===== src/hw/rtl/ffha_pkg.sv =====
`timescale 1ns / 1ps
// ----------------------------------------------------------------------------
// ffha_pkg
// Shared types and constants of the first-fit heap allocator.
// ----------------------------------------------------------------------------
package ffha_pkg;

  localparam int DEF_REGION_UNITS = 4096;
  localparam int DEF_UNIT_BYTES   = 12;

  localparam logic [15:0] RESET_REGION_BYTES = 16'd49152;

  // register index taken from paddr[2]
  localparam logic REG_REGION_BYTES = 1'b0;

  typedef enum logic [1:0] {
    CMD_ALLOC = 2'd0,
    CMD_FREE  = 2'd1,
    CMD_QUERY = 2'd2
  } cmd_t;

  typedef enum logic [1:0] {
    STAT_OK     = 2'd0,
    STAT_NOMEM  = 2'd1,
    STAT_ZERO   = 2'd2,
    STAT_RANGE  = 2'd3
  } status_t;

  // per-field write enables of one header
  typedef struct packed {
    logic prev;
    logic next;
    logic size;
  } hdr_we_t;

  typedef enum logic [5:0] {
    S_FMT_A,
    S_FMT_B,
    S_IDLE,
    S_DECODE,
    S_DISPATCH,
    S_A_CHK,
    S_A_HDR,
    S_A_WHOLE,
    S_A_SPLIT,
    S_A_USE1,
    S_A_USE2,
    S_Q_RD,
    S_F_RD,
    S_F_UNLINK,
    S_F_HEAD,
    S_F_WCHK,
    S_F_WHDR,
    S_F_IA0,
    S_F_IA1,
    S_F_IA2,
    S_F_IA3,
    S_F_IB0,
    S_F_IB1,
    S_F_IB2,
    S_F_IB3,
    S_M_RD,
    S_M_SEL,
    S_M_CHK,
    S_M_B,
    S_M_N,
    S_M_N2,
    S_M_N3,
    S_M_END,
    S_FINISH
  } state_t;

endpackage


===== src/hw/rtl/ffha_div.sv =====
`timescale 1ns / 1ps
// ----------------------------------------------------------------------------
// ffha_div
// Registered divide of a 16-bit value by the unit size, done as a multiply
// by a rounded-up reciprocal. Shared by format, allocate and address decode.
// ----------------------------------------------------------------------------
module ffha_div #(
  parameter int UNIT_BYTES = 12
) (
  input  logic        clk,
  input  logic [15:0] x,
  output logic [15:0] q
);
  import ffha_pkg::*;

  localparam int K      = 16 + $clog2(UNIT_BYTES);
  localparam int RW     = K + 1;
  localparam longint RECIP = ((64'd1 << K) + UNIT_BYTES - 1) / UNIT_BYTES;
  localparam logic [RW-1:0] RECIP_V = RW'(RECIP);

  logic [16+RW-1:0] prod;
  logic [15:0]      q_r;

  assign prod = (16+RW)'(x) * (16+RW)'(RECIP_V);

  always_ff @(posedge clk) begin
    q_r <= prod[K +: 16];
  end

  assign q = q_r;

endmodule

===== config.mk =====
export PLATFORM = sky130hd
export DESIGN_NAME = ffha_div
export DESIGN_NICKNAME = d
export VERILOG_FILES = /design/src/hw/rtl/ffha_pkg.sv /design/src/hw/rtl/ffha_div.sv
export SDC_FILE = /design/constraint.sdc
export NUM_CORES = 1
export LEC_CHECK = 0
export CAP_MARGIN = 25
export CORE_MARGIN = 2
export CORE_UTILIZATION = 30
export CTS_CLUSTER_SIZE = 8
export DETAILED_ROUTE_END_ITERATION = 8
export DONT_BUFFER_PORTS = 1
export GPL_TIMING_DRIVEN = 0
export SYNTH_ARGS = -nofsm -noshare
export SYNTH_HDL_FRONTEND = slang
export SYNTH_SLANG_ARGS = --single-unit
export TNS_END_PERCENT = 10

===== constraint.sdc =====
create_clock -name clk -period 12.7 [get_ports clk]
set_input_delay 1.27 -clock clk [delete_from_list [all_inputs] [get_ports clk]]
set_output_delay 1.27 -clock clk [all_outputs]
set_load 0.01 [all_outputs]

Yosys cells after proc, flatten, opt, wreduce, memory -nomap -nowiden --
Cells that the tools add are included.
Word-level totals: input bits 17, bits in registers 13, word-level logic and storage cells 2, output and inout bits 16
Operators by class: multiply operators 1
Operators by type and width (number):
- multiplier 16 x 16 -> 32 bit (second input constant) | 1

Depth between registers and ports, before layout --
depth in word-level cells 1, depth in mapped cells 20, mapped depth without buffers 19

Least setup slack after synthesis --
No wires, ideal clock.
path type in2reg, start input port x[1], end register q_r[6] (netlist: q[6]), arrival time 5739 ps, stages 19, setup time 72 ps, required time 12628 ps, path slack 6889 ps, buffers on the path 0, cells stage by stage ha_1 xor2_1 ha_1 inv_1 fa_1 inv_1 fa_1 fa_1 inv_1 fa_1 inv_1 ha_1 nand4_1 nor2_1 o2111ai_1 o211ai_2 a41oi_1 nor2_1 xor2_1
On the way: cells in the longest elaborated chain, start to end 1
RTL lines:
- start, declared | line ffha_div.sv:11 | input logic [15:0] x,
- multiplier 16 x 16 -> 32 bit | line ffha_div.sv:24 | assign prod = (16+RW)'(x) * (16+RW)'(RECIP_V);
- net prod[26] | line ffha_div.sv:21 | logic [16+RW-1:0] prod;
- end signal, assigned | line ffha_div.sv:27 | q_r <= prod[K +: 16];
- end, declared | line ffha_div.sv:22 | logic [15:0] q_r;
The timed path passes the listed nets, and every way through them passes these cells.

Final worst setup path --
Same ends and word-level chain as after synthesis.

==> flow_results.org <==
** Drt
- In the routed design, unresolved DRC markers number 0.
- Final antenna-violating net count :: 0
- Overall routed net length :: 10440 um
- First-pass iteration count of the detailed router :: 4
- Wire length per cell :: 13.79 um
- In the routed layout, each cell is associated on average with a via count of 4.351.
- In this run, the number of DRC markers left after iteration 0 of detailed routing was 98.
- Routed via count :: 3294

** Floorplan
- The floorplan step defined a die boundary enclosing 0.01751 sq mm.
- For this configuration, the core starts out at a cell density of 0.3087.
- Site Rows :: 46
- Chip Width :: 132.3 um
- Ports :: 33
- Height of the die :: 132.3 um
- CORE AREA :: 0.01600 sq mm

** GRT
- For this run, global-route usage on met1 was measured as 0.1769.
- In the global route stage, overall resource usage came out at 0.1298.
- Pin count of the biggest net entering global routing :: 9
- M2 GR Usage :: 0.2248
- Global-route wire length before repair :: 18240 um
- Grt total ovfl :: 0
- Number of global-route vias before repair :: 3665
- The number of antenna violations at the first check in global routing is 0.
- For this run, global-route usage on met3 was measured as 0.01845.
- Most heavily used metal layer in global routing :: met2

** Critical path
- Data arrives at the worst endpoint at 6.43 ns.
- Of all nets on the critical path, the largest fanout is 7.
- Data required, critical path :: 12.87 ns
- Delay contributed by the slowest stage of the critical path :: 0.58 ns
- In this run the worst setup path begins at x[1].
- Crit path launch type :: input pin
- CP Capture Type :: flop
- Counting stages on the worst path, the most repeated cell is sky130_fd_sc_hd__fa_1.
- The critical path is of the input pin to flop type.
- Max stage delay cell, worst path :: sky130_fd_sc_hd__fa_1
- Traced cell by cell, the critical path runs through ha_1, xor2_1, ha_1, a21oi_1, fa_1, inv_1, fa_1, fa_1, inv_1, fa_1, inv_1, ha_1, nand4_1, nor2_1, o2111ai_1, o211ai_2, a41oi_1, nor2_1, xor2_1.
- Worst setup path end :: q[6]
- Largest delay share family, worst path :: adder cells
- Number of stages on the worst setup path :: 19
- Sum of buffers and inverters on the critical path :: 3

** STA
- Worst-case headroom to the max-slew limit :: 0.5825
- Final worst path period share :: 0.4930
- Setup TNS :: 0 ns
- RSZ-0062 raised after global routing :: false
- Worst Max-Slew Pin Slew :: 0.6165 ns
- Hold violation total from the final report :: 0
- Fmax :: 0.1597 GHz
- Setup violations remaining at the end of the flow were counted as 0.
- Number of slew-limit violations in the final report :: 0
- After layout, the minimum clock period comes to 6.261 ns.

** Clocking
- Number of buffers added by the clock tree synthesis step :: 3
- CTS root buf :: sky130_fd_sc_hd__clkbuf_16
- Hold repair after CTS inserted 0 buffers.
- Number of gates resized after CTS :: 0
- Counting along the longest clock path gives a buffer depth of 2.
- CTS built an H-tree with a depth of 1.
- TritonCTS built the clock tree.
- Clock transition at the registers of the reported paths :: 0.05 ns
- # clock sinks :: 13
- Once the clock tree was built, the setup fixing pass inserted 0 buffers.

** Finish
- Final Net Count :: 765
- Most frequent cells in the layout :: 178 x sky130_fd_sc_hd__inv_1, 129 x sky130_fd_sc_hd__ha_1, 77 x sky130_fd_sc_hd__fa_1
- Of the cells placed in the final design, the portion with a size suffix greater than 1 is 0.02218.
- Layout Area Growth over Synthesis :: 7.244%
- The filler cells instantiated in the layout total 1694.
- The register with the most flip-flops in the layout has 13 of them.
- 0 antenna diodes ended up in the layout.
- Most frequent standard cell in the layout excluding fill and tap cells :: sky130_fd_sc_hd__inv_1

** Run
- Number of maximum-capacitance violations :: 0

** Synthesis
- EDFF count, synth :: 0
- The synthesized design contains 13 register bits.
- Most used flip-flop cell after synthesis :: sky130_fd_sc_hd__dfxtp_1
- In this run the cell area of the synthesized design comes to 0.004940 sq mm.
- Register area share after synthesis :: 0.05268
- By area the synthesized netlist is led by sky130_fd_sc_hd__ha_1 33%, sky130_fd_sc_hd__fa_1 31%, sky130_fd_sc_hd__inv_1 14%.
- The Yosys step of the flow raised 0 warnings.
- Synth async-reset ratio :: 0
- Number of distinct library cells after synthesis :: 39
- The synthesized design spends more area on one cell type than any other, namely sky130_fd_sc_hd__ha_1.
- The share of synthesized area in the top cell type comes to 0.3267.
- After technology mapping, the gate count stands at 535.
- Mean cell area of the mapped netlist :: 9.233 sq um

** Place
- At the end of routability-driven placement, the weighted congestion stood at 0.9141.
- Detailed placement ended at an HPWL of 9527 um.
- Port bufs :: 0

** Run status
- The flow ran to the end, and the final reports show no timing, DRC or antenna violations.

** Min path
- Number of cells traversed by the worst hold path :: 3
- The tightest min-delay check is of the input pin to flop type.
==> worst min-delay path: cells and delay by family <==
family / cells / cell delay [ns]
XOR/XNOR: 2 / 0.20
adder cells (fa/ha/maj): 1 / 0.16
==> synth_stat cells, types with 2 or more instances <==
library cell               number
sky130_fd_sc_hd__inv_1        178
sky130_fd_sc_hd__ha_1         129
sky130_fd_sc_hd__fa_1          77
sky130_fd_sc_hd__a21oi_1       23
sky130_fd_sc_hd__nand2_1       21
sky130_fd_sc_hd__dfxtp_1       13
sky130_fd_sc_hd__xor2_1        12
sky130_fd_sc_hd__xnor2_1        9
sky130_fd_sc_hd__nor2_1         7
sky130_fd_sc_hd__nor3_1         6
sky130_fd_sc_hd__o21ai_0        6
sky130_fd_sc_hd__nand3_1        5
sky130_fd_sc_hd__nand4_1        5
sky130_fd_sc_hd__o21ai_1        5
sky130_fd_sc_hd__a21o_1         4
sky130_fd_sc_hd__a41oi_1        3
sky130_fd_sc_hd__buf_4          3
sky130_fd_sc_hd__o211ai_1       3
sky130_fd_sc_hd__a211o_1        2
sky130_fd_sc_hd__and2_1         2
sky130_fd_sc_hd__nand2b_1       2
sky130_fd_sc_hd__nor2b_1        2
sky130_fd_sc_hd__o21bai_1       2
==> through the flow <==
| step | util | std cells | hold WS, ns | setup slack (ns) | area, sq um |
|---|---|---|---|---|---|
| detailed placement | 0.3261 | 753 | 1.578 | 6.174 | 5218 |
| CTS | 0.3311 | 757 | 1.444 | 6.371 | 5298 |
| finish | 0.3311 | 757 | 1.437 | 6.439 | 5298 |
| global route | 0.3311 | 757 | 1.461 | 6.156 | 5298 |
| global placement | 0.3261 | 753 | 1.578 | 6.195 | 5218 |
| floorplan | - | 537 | 1.574 | 6.889 | 4947 |
==> area by class of cell <==
cell class                 count  area (sq um)  area share
buffer                         5         37.54    0.007085
clock buffer                   3         75.07     0.01417
clock inverter                 1         5.005   0.0009447
inverter                     178         668.1      0.1261
multi-input combinational    341          3981      0.7515
sequential                    13         260.3     0.04913
tap                          216         270.3     0.05102
==> kinds of logic (layout without fill, tap and decap cells) <==
logic type | count (synthesis) | count (layout) | share of synthesized area
flops | 13 | 13 | 0.05268
fa+ha+maj | 206 | 206 | 0.6388
simple gates | 51 | 51 | 0.04762
other cells | 1 | 3 | 0.0007591
xor+xnor | 21 | 21 | 0.03723
compound gates | 60 | 60 | 0.08004
buf+inv | 183 | 187 | 0.1429
==> worst min-delay path by stage <==
stage	slack, ns	end	startpoint
floorplan	1.57	q[0]	q[0]
global placement	1.58	q[11]	q[11]
detailed placement	1.58	q[8]	q[8]
CTS	1.44	q[12]	x[15]
global route	1.46	q[12]	x[15]
finish	1.44	q[12]	x[15]
==> layer usage <==
metal,share of wire,up-vias
met4,0.0052,0
met3,0.037,4
met1,0.47,1571
met2,0.48,48
li1,-,1671
met5,0,-
Power is not shown: default switching activity piles up to over one toggle a cycle in this logic, so the estimate is an artifact.
